**config.mk**
```make
export PLATFORM = sky130hd
export DESIGN_NAME = vmrt_agu
export DESIGN_NICKNAME = d
export VERILOG_FILES = /design/src/vmrt_pkg.sv /design/src/vmrt_agu.sv
export SDC_FILE = /design/constraint.sdc
export NUM_CORES = 1
export LEC_CHECK = 0
export BUFFER_PORTS_ARGS = -buffer_cell sky130_fd_sc_hd__buf_4
export CAP_MARGIN = 20
export CELL_PAD_IN_SITES_DETAIL_PLACEMENT = 2
export CELL_PAD_IN_SITES_GLOBAL_PLACEMENT = 2
export CORE_ASPECT_RATIO = 0.75
export CORE_MARGIN = 10
export CORE_UTILIZATION = 25
export DETAILED_ROUTE_END_ITERATION = 7
export PLACE_DENSITY_LB_ADDON = 0.1
export SLEW_MARGIN = 30
export SYNTH_ARGS = -nofsm -noshare
export SYNTH_HDL_FRONTEND = slang
export SYNTH_SLANG_ARGS = --single-unit
export TNS_END_PERCENT = 30
```
**constraint.sdc**
```tcl
create_clock -name vclk -period 3.2
set_input_delay 0.64 -clock vclk [all_inputs]
set_output_delay 0.64 -clock vclk [all_outputs]
set_load 0.01 [all_outputs]
```
**src/vmrt_pkg.sv**
```systemverilog
// Shared types, codes and constants for the memory and register transfer block.
`timescale 1ns / 1ps

package vmrt_pkg;

    localparam int MEM_DEPTH_DEF = 4096;
    localparam int FONT_ROWS_DEF = 5;
    localparam int FONT_BASE_DEF = 0;

    localparam int NUM_REGS  = 16;
    localparam int REG_IDX_W = 4;
    localparam int DATA_W    = 8;
    localparam int IDX_W     = 16;

    localparam logic [DATA_W-1:0] MAX_HEX_DIGIT = 8'h0F;

    typedef enum logic [2:0] {
        OP_MEM_WR = 3'd0,
        OP_MEM_RD = 3'd1,
        OP_REG_WR = 3'd2,
        OP_REG_RD = 3'd3,
        OP_IDX_WR = 3'd4,
        OP_GLYPH  = 3'd5,
        OP_STORE  = 3'd6,
        OP_LOAD   = 3'd7
    } op_t;

    typedef enum logic [1:0] {
        ST_OK        = 2'd0,
        ST_BAD_DIGIT = 2'd1,
        ST_RANGE     = 2'd2
    } status_t;

    // One access to the machine memory; only the low address bits are used.
    typedef struct packed {
        logic              wr;
        logic              rd;
        logic [IDX_W-1:0]  addr;
        logic [DATA_W-1:0] wdata;
    } mem_req_t;

    // Write port of the general register file.
    typedef struct packed {
        logic                 we;
        logic [REG_IDX_W-1:0] waddr;
        logic [DATA_W-1:0]    wdata;
    } reg_wr_t;

endpackage

```
**src/vmrt_agu.sv**
```systemverilog
// Shared address unit: adds base and offset and checks the sum against the memory size.
`timescale 1ns / 1ps

module vmrt_agu
    import vmrt_pkg::*;
#(
    parameter int MEM_DEPTH = MEM_DEPTH_DEF
)
(
    input  logic [IDX_W-1:0] base,
    input  logic [IDX_W-1:0] offset,
    output logic [IDX_W-1:0] sum,
    output logic             in_range
);

    localparam logic [IDX_W:0] Depth = (IDX_W+1)'(MEM_DEPTH);

    logic [IDX_W:0] full_sum;

    assign full_sum = {1'b0, base} + {1'b0, offset};
    assign sum      = full_sum[IDX_W-1:0];
    assign in_range = full_sum < Depth;

endmodule

```
==> impl_metrics.yaml <==
yosys:
  synth_cell_type_count: 41
  ys_seq_area_share_pct: 0
  syn-cell-area_um2: 911
  yosysWarningCount: 0
  synthesis.nets: 170
  synth_cells: 121
  syn_area_per_cell_um2: 7.53
run_status:
  status: "finished, final reports clean"
grt:
  grt_pass1_wl_um: 6670
  grt_usage_pct: 11.8
  grt_max_degree: 12
  grt_pass1_vias: 1252
  antenna_found_initial: 0
  overflow: 0
layout:
  drive_gt1_share_pct: 52.5
  syn_to_final_growth_pct: 74.7
  layout_common_cells: "buf_4 (60), nand2_1 (13), xnor2_1 (8), ha_4 (8)"
  fin_cells: 227
  diodes: 0
  nets: 228
  numSequentialCells: 0
  layout_commonest_cell: "buf_4"
  regArea_um2: 0
  clock_buffers: 0
power:
  ir_worst_vdd_mv: 0.0983
  combPwrFrac_pct: 100.0
  switching_share_pct: 50.4
  p_int_w: 0.000193
  sequentialPowerShare_pct: 0
  switching_power_w: 0.000197
  clkPwrFrac_pct: 0
  p_leak_nw: 0.687
  p_per_area_nw_per_um2: 245
  p_total_w: 0.000390
timing:
  slew_headroom_pct: 74.7
  worst_slew_pin_slew_ns: 0.380
  period_share_pct: 97.0
  fmax_ghz: 0.322
  tns_ns: 0
  timing.final.crit_period_ns: 3.10
  layout_setup_ws_ns: 0.0960
  setup_viol: 0
  hold_viol_final: 0
  slew_viol_final: 0
worst_setup_path:
  worstPathMaxFanout: 6
  cp.required_ns: 2.56
  worst-setup-path-type: "in2out"
  cp.arrival_ns: 2.46
  cp-end-kind: "output pin"
  startpoint_type: "input pin"
  startpoint: "offset[11]"
run:
  cap_violations: 0
drt:
  drtAntennaViolNets: 0
  drc: 0
  num_vias: 1163
  via_per_inst: 5.12
  wire_per_inst_um: 20.8
  routed_wl_um: 4720
  first_pass_iters: 4
  drt_iter0_markers: 25
placed_design:
  place_inst: 222
  preCtsSetupSlack_ns: -0.00996
  gp_congestion: 0.789
  dp_hpwl_um: 3480
  io_buffers: 49
floorplanning:
  fp.dieW_um: 89.7
  io-pin-count: 49
  die-area_um2: 6480
  row_count: 18
  start_util_pct: 26.8
  core_area_um2: 3400
  die_height_um: 72.3
hold_path:
  min_from: "base[0]"
  hp-class: "in2out"
cell families (layout without fill, tap and decap cells):
group	count (synthesis)	count (layout)	synth area share (%)
AO/OA/AOI/OAI	39	39	29.3
multiplexers	2	2	2.20
AND/OR/NAND/NOR	43	43	27.2
buffers and inverters	9	65	6.59
XOR/XNOR	11	11	10.6
adder cells (fa/ha/maj)	17	17	24.2
cells in the mapped netlist (3+ instances only):
cell | n | area, um^2
nor2b_1 | 3 | 18.8
nand3_1 | 3 | 15.0
xnor2_1 | 8 | 70.1
a21oi_2 | 4 | 35.0
o21ai_0 | 7 | 35.0
inv_1 | 4 | 15.0
ha_1 | 16 | 200
nor2_1 | 7 | 26.3
buf_6 | 3 | 33.8
o21a_1 | 3 | 22.5
xor2_1 | 3 | 26.3
a21o_1 | 5 | 37.5
a21oi_1 | 7 | 35.0
nand2_1 | 13 | 48.8
per-layer routing:
layer  track usage (%)  vias up  part of all wire, %
li1                  -      564                    -
met1              15.2      570                   43
met2              22.0       27                   54
met3              1.03        2                  2.7
met4                 0        0                 0.17
met5                 0        -                    0
power by group through the flow:
stage                     combinational [W]  clock, W  sequential (W)
after CTS                          0.000340         0               0
after floorplan                    0.000187         0               0
after global placement             0.000321         0               0
after global routing               0.000426         0               0
after detailed placement           0.000334         0               0
final                              0.000390         0               0
critical path, stage by stage:
cell	delay, ns
buf_4	0.11
ha_1	0.40
a21oi_1	0.30
o21ai_0	0.16
o21ai_0	0.20
o21ai_0	0.15
nor3_2	0.29
nor4_2	0.07
buf_4	0.16
final timing paths:
path	end	slack, ns	cells after the start
max	in_range	0.1	9
min	sum[0]	1.59	3
metrics by stage:
stage	area, um^2	hold WS, ns	utilization (%)
2_1_floorplan	911	1.42	-
3_5_place_dp	1350	1.58	39.7
3_3_place_gp	1350	1.58	39.7
4_1_cts	1370	1.59	40.2
5_1_grt	1590	1.60	46.8
6_report	1590	1.59	46.8
final cells by class:
type                       count  area (um^2)
multi-input combinational    112         1050
tap                           50         62.6
fill                         371         1810
timing repair buffer          61          462
inverter                       4         15.0
repair_timing:
item                       4_1_cts  5_1_grt
buffers inserted                 0        5
cloned                           0        0
hold buffers                     0        0
setup endpoints to repair        1        6
gates resized for setup          4       28
pin swaps                        0        9
No activity file was read; power rests on OpenSTA's default activity.
