<file path="src/vmrt_pkg.sv">
// Shared types, codes and constants for the memory and register transfer block.
`timescale 1ns / 1ps

package vmrt_pkg;

    localparam int MEM_DEPTH_DEF = 4096;
    localparam int FONT_ROWS_DEF = 5;
    localparam int FONT_BASE_DEF = 0;

    localparam int NUM_REGS  = 16;
    localparam int REG_IDX_W = 4;
    localparam int DATA_W    = 8;
    localparam int IDX_W     = 16;

    localparam logic [DATA_W-1:0] MAX_HEX_DIGIT = 8'h0F;

    typedef enum logic [2:0] {
        OP_MEM_WR = 3'd0,
        OP_MEM_RD = 3'd1,
        OP_REG_WR = 3'd2,
        OP_REG_RD = 3'd3,
        OP_IDX_WR = 3'd4,
        OP_GLYPH  = 3'd5,
        OP_STORE  = 3'd6,
        OP_LOAD   = 3'd7
    } op_t;

    typedef enum logic [1:0] {
        ST_OK        = 2'd0,
        ST_BAD_DIGIT = 2'd1,
        ST_RANGE     = 2'd2
    } status_t;

    // One access to the machine memory; only the low address bits are used.
    typedef struct packed {
        logic              wr;
        logic              rd;
        logic [IDX_W-1:0]  addr;
        logic [DATA_W-1:0] wdata;
    } mem_req_t;

    // Write port of the general register file.
    typedef struct packed {
        logic                 we;
        logic [REG_IDX_W-1:0] waddr;
        logic [DATA_W-1:0]    wdata;
    } reg_wr_t;

endpackage

</file>
<file path="src/vmrt_regfile.sv">
// General register file and index register.
`timescale 1ns / 1ps

module vmrt_regfile
    import vmrt_pkg::*;
(
    input  logic                 clk,
    input  logic                 rst_n,
    input  reg_wr_t              wr,
    input  logic [REG_IDX_W-1:0] raddr,
    output logic [DATA_W-1:0]    rdata,
    input  logic                 idx_we,
    input  logic [IDX_W-1:0]     idx_wdata,
    output logic [IDX_W-1:0]     idx
);

    logic [DATA_W-1:0] regs_reg [NUM_REGS];
    logic [IDX_W-1:0]  idx_reg;

    always_ff @(posedge clk or negedge rst_n)
    begin
        if (!rst_n)
        begin
            for (int i = 0; i < NUM_REGS; i++)
            begin
                regs_reg[i] <= '0;
            end
            idx_reg <= '0;
        end
        else
        begin
            if (wr.we)
            begin
                regs_reg[wr.waddr] <= wr.wdata;
            end
            if (idx_we)
            begin
                idx_reg <= idx_wdata;
            end
        end
    end

    assign rdata = regs_reg[raddr];
    assign idx   = idx_reg;

endmodule

</file>
<file path="config.mk">
export PLATFORM = sky130hd
export DESIGN_NAME = vmrt_regfile
export DESIGN_NICKNAME = d
export VERILOG_FILES = /design/src/vmrt_pkg.sv /design/src/vmrt_regfile.sv
export SDC_FILE = /design/constraint.sdc
export NUM_CORES = 1
export LEC_CHECK = 0
export BUFFER_PORTS_ARGS = -buffer_cell sky130_fd_sc_hd__buf_4
export CORE_MARGIN = 5
export CORE_UTILIZATION = 60
export CTS_BUF_LIST = sky130_fd_sc_hd__clkbuf_2 sky130_fd_sc_hd__clkbuf_4 sky130_fd_sc_hd__clkbuf_8
export CTS_CLUSTER_DIAMETER = 150
export CTS_CLUSTER_SIZE = 24
export DETAILED_ROUTE_END_ITERATION = 16
export PLACE_DENSITY = 0.83
export SLEW_MARGIN = 40
export SYNTH_ARGS = -nofsm -noshare
export SYNTH_HDL_FRONTEND = slang
export SYNTH_SLANG_ARGS = --single-unit
</file>
<file path="constraint.sdc">
create_clock -name clk -period 1.85 [get_ports clk]
set_input_delay 0.185 -clock clk [delete_from_list [all_inputs] [get_ports clk]]
set_output_delay 0.185 -clock clk [all_outputs]
set_load 0.05 [all_outputs]
</file>
==> metrics.md, run 1 <==
| Metric | Value |
|---|---|
| Slowest CP cell | mux4_2 |
| Final ANT Viol Nets | 0 |
| Worst hold stages | 2 |
| Total congestion overflow | 0 |
| Die area | 13000 um2 |
| Launch point of the worst hold path | wr[1] |
| Xor-xnor portion of the synthesized cell area | 0% |
| Syn Nets | 435 |
| Area leader, netlist | dfrtp_1 |
| Site Rows | 38 |
| Clock root buffer | clkbuf_8 |
| GPL Wtd Cong | between 0.7 and 0.8 |
| CP startpoint kind | flop |
| Clk Latency, worst-skew pair | 450 ps |
| DRT Pass-1 Iters | 4 |
| Inst Count DP | ~600 |
| Yosys top cell area share | 55.4% |
| Initial antenna violation count | 0 |
| NumNets Final | 530 |
| CP max FO | 2 |
| Largest net degree at the start of global routing | 55 |
| Unrepaired setup endpoints after global routing | true |
| Total power | 9.00 mW |
| IO Pins | 60 |
| Final-report max-slew violation count | 0 |
| Clock Pin Slew Worst Setup and Hold Paths | ~80 ps |
| CP max stage delay | 480 ps |
| Number of setup violations in the final report | 8 |
| Clock Skew | 0 ps |
| Reg2reg start | regs_reg[107] |
| Slew @ Worst Pin | roughly 620 ps |
| Final core utilization | 74.1% |
| Vias | 3872 |
| Min-Delay Endpoint | regs_reg[121] |
| Max Cap Viol | 0 |
| LEAKAGE | 3.49 nW |
| GR Util All Layers | 24.6% |
| Routed len/inst | 22.5 um |
| First-pass GRT wire length | 24000 um |
| Clock Sink Count | about 140 |
| Die width | between 100 and 150 um |
| Post-Syn Area | between 6000 and 7000 um2 |
| Power per cell area | 1130 nW/um2 |
| Share of layout cells above drive strength 1 | 63.5% |
| Most frequent cells in the layout | 144 x dfrtp_1, 136 x mux2_2, 72 x buf_4 |
| Largest family of logic cells by synthesized area | multiplexers |
| R2R cell count | 2 |
| YS warnings | 0 |
| Adder-cell share of the synthesized area | 0% |
| FMAX | 503 MHz |
| DRC violations left | 0 |
| Min-Delay Path Class | in2reg |
| CP Data Required Time | 1660 ps |
| Status | finished, violations left |
| Main area contributors after synthesis | dfrtp_1 55%, mux2_2 24%, mux4_2 11% |
| Synth Area in Compound Gates | approximately 1.8% |
| Layout Cells excl Fill | 647 |
| Syn Area/Cell | 16.3 um2 |
| Iter 0 DRT Violations | 283 |
| Critical setup path kind | reg2out |
| Sequential fraction of the synthesis area | 55.4% |
| Post-synthesis cell count | 399 |
| Post-layout min period | 1990 ps |
| Num CTS Buffers | 17 |
| Starting density of the core | 60.5% |
| Core ar. | between 10000 and 15000 um2 |
| Syn-to-layout area delta | 22.4% |
| # diodes | 0 |
| Fin Setup TNS | -873 ps |
| R2r endpoint | regs_reg[107] |
| Mux cell area share after synthesis | between 30% and 40% |
| Vias in the first global route | 4432 |
| TritonCTS clock tree | yes |
| Critical-path cell list | mux4_2 -> a22oi_2 -> nand2_1 -> buf_6 |
| Max reg flops | 128 |
| Clock Tree Buf Depth | 2 |
| Post-Route WL | 14600 um |
| Violated checks | setup timing |
| Die Y | about 110 um |
| Distinct cells, synth | 24 |
| Via/cell ratio | 5.98 |
| DPL Wire Length | 9520 um |
| Hold Fails Final Rpt | 0 |
| Tcrit/Tclk final | 107% |
| Arrival time at the worst endpoint | between 1500 and 2000 ps |
| # fillers | 685 |
| Post-synthesis register bit count | 144 |
| CP Capture Type | primary output |
| H-Tree Depth | 4 |
| R2R setup slack | 960 ps |
| Area share of and/or/nand/nor cells after synthesis | 4.31% |
| Relative slew margins | about 58% |
| Maximum vdd drop | 0.000763 V |
| Final worst setup slack | -138 ps |
| I/O Buffers | 59 |
| Leading cell type in the layout, fill and taps excluded | dfrtp_1 |
cell families (layout without fill, tap and decap cells):
logic type / Yosys count / in the layout
DFF: 144 / 144
and+or+nand+nor: 37 / 37
muxes: 176 / 176
AOI/OAI and AO/OA: 16 / 16
buffers and inverters: 26 / 134
synth_stat cells:
cell type and n:
mux2_4 8, buf_2 6, nor2b_1 2, or4_4 1, buf_6 2, nand3_1 2
or3_1 2, nor2_2 6, dfrtp_1 144, mux2_2 136, nor3_4 3, nand2b_4 2
nand3b_1 2, nand2b_1 1, nor3_2 3, clkbuf_1 14, buf_1 2, a22oi_1 16
nor2_1 1, mux4_2 32, nand2_1 10, nor4_4 1, buf_4 2, and2_1 1
layout make-up:
class / count / area [um2] / share of cell area [%]
clock buffer: 20 / 275 / 3.46
clock inverter: 12 / 180 / 2.26
multi-input combinational: 229 / 2830 / 35.5
sequential: 144 / 3600 / 45.3
tap: 140 / 175 / 2.20
timing repair buffer: 102 / 901 / 11.3
repair_timing:
item                                    in CTS  in global routing
pin swaps                                   11                  2
buffers inserted                             1                  1
endpoints found under the setup margin       8                  8
hold endpoints to repair                    66                  0
hold buffers                                17                  0
gates resized for setup                     14                  4
critical path: cells and delay by family (launching register included):
family,cells,cell delay [ps]
buffers and inverters,1,170
AOI/OAI and AO/OA,1,210
muxes,1,480
DFF,1,380
and+or+nand+nor,1,120
where the power goes:
group	switching (mW)	internal [mW]
combinational	0.896	1.13
sequential	0.362	3.83
clock	1.20	1.59
through the flow:
step	worst slack [ps]	hold WS [ps]	cell area, um2
floorplan	34.0	-111	6500
finish	-138	108	7960
detailed placement	65.6	183	7240
global placement	62.4	178	7240
global route	-212	84.8	7960
CTS	-157	83.0	7940
metal layers:
| layer | routed length, um | global-route usage (%) | vias to the layer above | share of wire [%] |
|---|---|---|---|---|
| met4 | 273 | 8.79 | 0 | 1.9 |
| met1 | 6020 | 32.8 | 2062 | 41 |
| met2 | 7500 | 39.7 | 102 | 52 |
| li1 | - | - | 1683 | - |
| met5 | 0 | 0 | - | 0 |
| met3 | 766 | 6.34 | 25 | 5.3 |
worst max path at each step:
stage / from / endpoint / slack [ps] / cells after the start
after floorplan: raddr[0] / rdata[0] / 30 / 5
after global placement: raddr[0] / rdata[7] / 60 / 6
after detailed placement: raddr[0] / rdata[7] / 70 / 6
after CTS: regs_reg[63] / rdata[7] / -160 / 4
after global routing: regs_reg[34] / rdata[2] / -210 / 4
final: regs_reg[34] / rdata[2] / -140 / 4
Power figures use the tool's default switching activity.
==> run 2, diff against run 1 <==
--- a/config.mk
+++ b/config.mk
@@ -12,6 +12,7 @@
 export CTS_CLUSTER_DIAMETER = 150
 export CTS_CLUSTER_SIZE = 24
 export DETAILED_ROUTE_END_ITERATION = 16
+export GPL_TIMING_DRIVEN = 0
 export PLACE_DENSITY = 0.83
 export SLEW_MARGIN = 40
 export SYNTH_ARGS = -nofsm -noshare
==> run 2 against run 1 <==
Effect of this change:
- the flow still finishes with violations (setup timing)
- combinational power barely moved
- clock skew stayed put
- via count fell by 2.8%
- worst setup slack better by 2.8 ps
- final area is 3.0% lower
- power decreased by 8.3%
- sequential cell count stayed put
- largest power group unchanged
==> metrics.md, run 2 (same netlist as run 1, synthesis figures left out) <==
| Metric | Value |
|---|---|
| Status | finished, violations left |
| Violated checks | setup timing |
| NumNets Final | 530 |
| Die area | 13000 um2 |
| Met2 Use GR | around 38% |
| Vias | 3762 |
| R2r endpoint | regs_reg[39] |
| Max Cap Viol | 0 |
| Vias in the first global route | 4176 |
| Clock root buffer | clkbuf_8 |
| IO Pins | 60 |
| Most frequent cells in the layout | 144 x dfrtp_1, 136 x mux2_2, 54 x buf_4 |
| Slowest CP cell | mux4_2 |
| Final core utilization | a little under three quarters |
| Arrival time at the worst endpoint | 1800 ps |
| DRT Pass-1 Iters | 4 |
| Share of layout cells above drive strength 1 | 59.8% |
| LEAKAGE | 3.35 nW |
| Min-Delay Path Class | in2reg |
| Reg2reg start | regs_reg[39] |
| Final-report max-slew violation count | 0 |
| CP Data Required Time | between 1500 and 2000 ps |
| Die width | ~110 um |
| CP max stage delay | 480 ps |
| GPL Wtd Cong | 0.808 |
| Critical setup path kind | reg2out |
| Layout Cells excl Fill | 640 |
| H-Tree Depth | 4 |
| Post-route cell area | 7720 um2 |
| Die Y | around 110 um |
| Number of setup violations in the final report | 8 |
| Critical-path cell list | mux4_2 -> a22oi_2 -> nand2_1 -> buf_6 |
| Relative slew margins | between 40% and 50% |
| Clk Latency, worst-skew pair | 430 ps |
| Site Rows | 38 |
| Slew @ Worst Pin | about 830 ps |
| Post-layout min period | 1990 ps |
| Iter 0 DRT Violations | 233 |
| Starting density of the core | 60.5% |
| Post-Route WL | 13500 um |
| Syn-to-layout area delta | 18.8% |
| Clock Sink Count | 144 |
| R2R cell count | 3 |
| Global Route met1 Usage | 29.7% |
| Via/cell ratio | 5.88 |
| Post-placement cell area | 7130 um2 |
| Clock Pin Slew Worst Setup and Hold Paths | around 70 ps |
| Hold Fails Final Rpt | 0 |
| Worst hold stages | 2 |
| # diodes | 0 |
| Core ar. | 10700 um2 |
| Fin Setup TNS | -781 ps |
| TritonCTS clock tree | yes |
| First-pass GRT wire length | 22300 um |
| CP max FO | 2 |
| Tcrit/Tclk final | 107% |
| Final ANT Viol Nets | 0 |
| Total power | 8.25 mW |
| Unrepaired setup endpoints after global routing | true |
| CP Capture Type | primary output |
| Largest net degree at the start of global routing | 80 |
| Clock Skew | 0 ps |
| Total congestion overflow | 0 |
| Min-Delay Endpoint | regs_reg[24] |
| Max reg flops | 128 |
| Clock Tree Buf Depth | 2 |
| DRC violations left | 0 |
| GR Util met3 | around 5.1% |
| CP startpoint kind | flop |
| FMAX | ~500 MHz |
| Initial antenna violation count | 0 |
| Inst Count DP | 595 |
| Leading cell type in the layout, fill and taps excluded | dfrtp_1 |
| I/O Buffers | 55 |
| GR Util All Layers | 22.8% |
| Routed len/inst | 21.1 um |
| DPL Wire Length | 9010 um |
| Final worst setup slack | -135 ps |
| Power per cell area | 1070 nW/um2 |
| Busiest layer in global routing | met2 |
| Launch point of the worst hold path | wr[0] |
| Maximum vdd drop | 0.000761 V |
| Worst hold margin | 39.4 ps |
| Post-place setup slack | -292 ps |
| Num CTS Buffers | 17 |
| R2R setup slack | 830 ps |
[run 2: changes by cell type in the layout (fill, tap and decap cells not counted), sizes merged]
| cell | before | now |
|---|---|---|
| buf | 85 | 71 |
| bufinv | 4 | 0 |
| clkbuf | 20 | 37 |
| clkinv | 4 | 2 |
| clkinvlp | 2 | 0 |
| inv | 2 | 0 |
[run 2: area by class of cell]
cell class / count / area, um2
Sequential cell: 144 / 3600
Multi-Input combinational cell: 229 / 2830
Clock inverter: 2 / 10.0
Tap cell: 140 / 175
Buffer: 26 / 136
Fill cell: 723 / 3020
Timing Repair Buffer: 76 / 671
Clock buffer: 23 / 304
[run 2: repair_timing]
action | in CTS | in global routing
gates resized for setup | 17 | 6
setup buffers | 1 | 2
hold buffers | 17 | 0
setup endpoints to repair | 8 | 8
hold endpoints to repair | 81 | 0
pin swaps | 9 | 4
[run 2: how the worst max path moves through the flow]
stage          cells after the start          from  endpoint  slack [ps]
2_1_floorplan                      5      raddr[0]  rdata[0]          30
6_report                           4  regs_reg[39]  rdata[7]        -140
3_3_place_gp                       6      raddr[0]  rdata[7]        -260
5_1_grt                            4  regs_reg[39]  rdata[7]        -180
3_5_place_dp                       6      raddr[0]  rdata[7]        -290
4_1_cts                            4  regs_reg[39]  rdata[7]        -150
[run 2: metal layers]
metal	wire length [um]	part of all wire, %	vias up
met5	0	0	-
met4	313	2.3	0
met3	449	3.3	26
met2	6940	51	79
met1	5820	43	1990
li1	-	-	1667
[run 2: power by group]
| group | leakage (nW) | internal [mW] | switching, mW |
|---|---|---|---|
| clock | 0.168 | 1.04 | 1.03 |
| sequential | 1.76 | 3.83 | 0.340 |
| combinational | 1.42 | 1.12 | 0.883 |
[run 2: worst max-delay path: cells and delay by family, from the launching register on]
| family | cells | cell delay [ps] |
|---|---|---|
| DFF | 1 | 390 |
| muxes | 1 | 480 |
| buffers and inverters | 1 | 170 |
| and+or+nand+nor | 1 | 120 |
| AOI/OAI and AO/OA | 1 | 220 |
==> run 3, diff against run 2 <==
--- a/config.mk
+++ b/config.mk
@@ -14,6 +14,7 @@
 export DETAILED_ROUTE_END_ITERATION = 16
 export GPL_TIMING_DRIVEN = 0
 export PLACE_DENSITY = 0.83
+export REMOVE_ABC_BUFFERS = 1
 export SLEW_MARGIN = 40
 export SYNTH_ARGS = -nofsm -noshare
 export SYNTH_HDL_FRONTEND = slang
==> run 3 against run 2 <==
Effect of this change:
- the flow still finishes with violations (setup timing)
- final area increased by 0.36%
- critical path depth unchanged
- via count increased by 0.37%
- sequential power about the same
- worst setup slack got worse by 5.3 ps
- clock power increased by 15%
- non-clock buffer count decreased by 21
- wire length increased by 2.6%
- critical path type unchanged
- largest power group unchanged
==> metrics.md, run 3 (same netlist as run 1, synthesis figures left out) <==
| Metric | Value |
|---|---|
| Sw Share | 27.0% |
| R2R setup slack | 970 ps |
| Total congestion overflow | 0 |
| H-Tree Depth | 4 |
| Slew @ Worst Pin | slightly above 800 ps |
| Unrepaired setup endpoints after global routing | true |
| R2R cell count | 2 |
| Tcrit/Tclk final | 108% |
| Routed len/inst | 22.2 um |
| Die area | 13000 um2 |
| Core ar. | 10700 um2 |
| Final worst setup slack | -140 ps |
| GR Util All Layers | 23.6% |
| Min-Delay Endpoint | regs_reg[125] |
| Iter 0 DRT Violations | 209 |
| Initial antenna violation count | 2 |
| Multi-input logic area | 2860 um2 |
| Switching power | 2.32 mW |
| Comb pwr share | a little under a quarter |
| Inst Count DP | 574 |
| FMAX | about 500 MHz |
| CP max FO | 2 |
| Arrival time at the worst endpoint | 1810 ps |
| CP Data Required Time | 1660 ps |
| Reg2reg start | regs_reg[124] |
| Leading cell type in the layout, fill and taps excluded | dfrtp_1 |
| Post-Route WL | ~14000 um |
| Vias | 3776 |
| Top Metal Used | met4 |
| Slowest CP cell | mux4_2 |
| Met2 WL post-DR | 7130 um |
| Layout Cells excl Fill | 626 |
| Clk Latency, worst-skew pair | 440 ps |
| IO Pins | 60 |
| TritonCTS clock tree | yes |
| LEAKAGE | around 3.4 nW |
| Die width | 114 um |
| Starting density of the core | between 60 and 70% |
| Clock Pin Slew Worst Setup and Hold Paths | 70 ps |
| Final-report max-slew violation count | 0 |
| Num CTS Buffers | 17 |
| DPL Wire Length | 8970 um |
| Most frequent cells in the layout | 144 x dfrtp_1, 136 x mux2_2, 52 x buf_4 |
| R2r endpoint | regs_reg[124] |
| Clock Skew | 0 ps |
| Final ANT Viol Nets | 0 |
| Number of setup violations in the final report | 8 |
| Clock root buffer | clkbuf_8 |
| Critical setup path kind | reg2out |
| DRC violations left | 0 |
| GPL Wtd Cong | 0.773 |
| Maximum vdd drop | roughly 0.00073 V |
| # fillers | 698 |
| Relative slew margins | between 40% and 50% |
| Share of power burned in registers | about half |
| Clock Sink Count | 144 |
| NumNets Final | between 500 and 600 |
| Syn-to-layout area delta | 19.2% |
| Share of layout cells above drive strength 1 | 63.0% |
| Max reg flops | 128 |
| Post-place setup slack | -276 ps |
| First-pass GRT wire length | 23100 um |
| DRT Pass-1 Iters | 4 |
| Site Rows | 38 |
| Clock Tree Buf Depth | 2 |
| Critical-path cell list | mux4_2 -> a22oi_2 -> nand2_1 -> buf_6 |
| Cell internal pwr | around 6.3 mW |
| Max Cap Viol | 0 |
| Violated checks | setup timing |
| I/O Buffers | 59 |
| Post-layout min period | 1990 ps |
| Hold Fails Final Rpt | 0 |
| Largest net degree at the start of global routing | 67 |
| CP startpoint kind | flop |
| Via/cell ratio | 6.03 |
| Launch point of the worst hold path | wr[5] |
| Clock share of power | 27.9% |
| Final core utilization | 72.1% |
| Power per cell area | 1110 nW/um2 |
| CP Capture Type | primary output |
| Vias in the first global route | 4285 |
| Met3 wire len | around 540 um |
| CP max stage delay | 480 ps |
| FF+latch area | 3600 um2 |
| Status | finished, violations left |
| Die Y | 114 um |
| Min-Delay Path Class | in2reg |
| M1 WL | ~6000 um |
| Worst hold stages | 2 |
run 3: cell types whose count changed in the layout (fill, tap and decap cells not counted), sizes merged:
cell    delta
buf        -7
clkbuf    -14
diode      +2
clkinv     +3
bufinv     +2
run 3: how the worst max path moves through the flow:
stage / startpoint / to / slack, ps / cells after the start
global placement: raddr[0] / rdata[3] / -300 / 5
detailed placement: raddr[0] / rdata[3] / -280 / 5
finish: regs_reg[106] / rdata[2] / -140 / 4
CTS: regs_reg[99] / rdata[3] / -140 / 4
floorplan: regs_reg[96] / rdata[0] / 370 / 3
global route: regs_reg[114] / rdata[2] / -200 / 4
run 3: layout make-up:
cell class                 instances  share of cell area (%)
timing repair buffer              81                    9.34
clock inverter                     7                    1.10
tap                              140                    2.26
clock buffer                      23                    3.84
antenna                            2                  0.0646
sequential                       144                    46.5
multi-input combinational        229                    36.9
run 3: critical path: cells and delay by family (launching register included):
family          cells  cell delay [ps]
simple gates        1              110
buf+inv             1              170
flops               1              380
compound gates      1              230
mux                 1              480
run 3: metal layers:
layer,global-route usage [%],up-vias
met5,0,-
met4,8.16,0
met3,6.29,18
met2,38.4,89
met1,30.9,2028
li1,-,1641
run 3: through the flow:
| step | hold slack, ps | TNS [ps] | area [um2] | power, mW |
|---|---|---|---|---|
| floorplan | -111 | 0 | 6380 | 5.46 |
| global placement | 418 | -1970 | 6990 | 5.96 |
| detailed placement | 83.2 | -1880 | 7050 | 6.10 |
| CTS | 81.0 | -955 | 7720 | 8.63 |
| global route | 86.5 | -1430 | 7750 | 9.00 |
| finish | 108 | -858 | 7750 | 8.60 |
run 3: repair_timing:
| item | CTS | global route |
|---|---|---|
| hold buffers | 17 | 0 |
| endpoints found under the hold margin | 94 | 0 |
| gates resized for setup | 22 | 3 |
| buffers inserted | 3 | 0 |
| pin swaps | 17 | 1 |
| endpoints found under the setup margin | 8 | 8 |
run 3: power groups by stage:
stage	Sequential (mW)	Clock, mW	Combinational, mW
floorplan	4.23	0	1.23
global placement	4.16	0	1.79
detailed placement	4.23	0	1.87
CTS	4.17	2.45	2.01
global route	4.25	2.59	2.16
finish	4.18	2.40	2.02
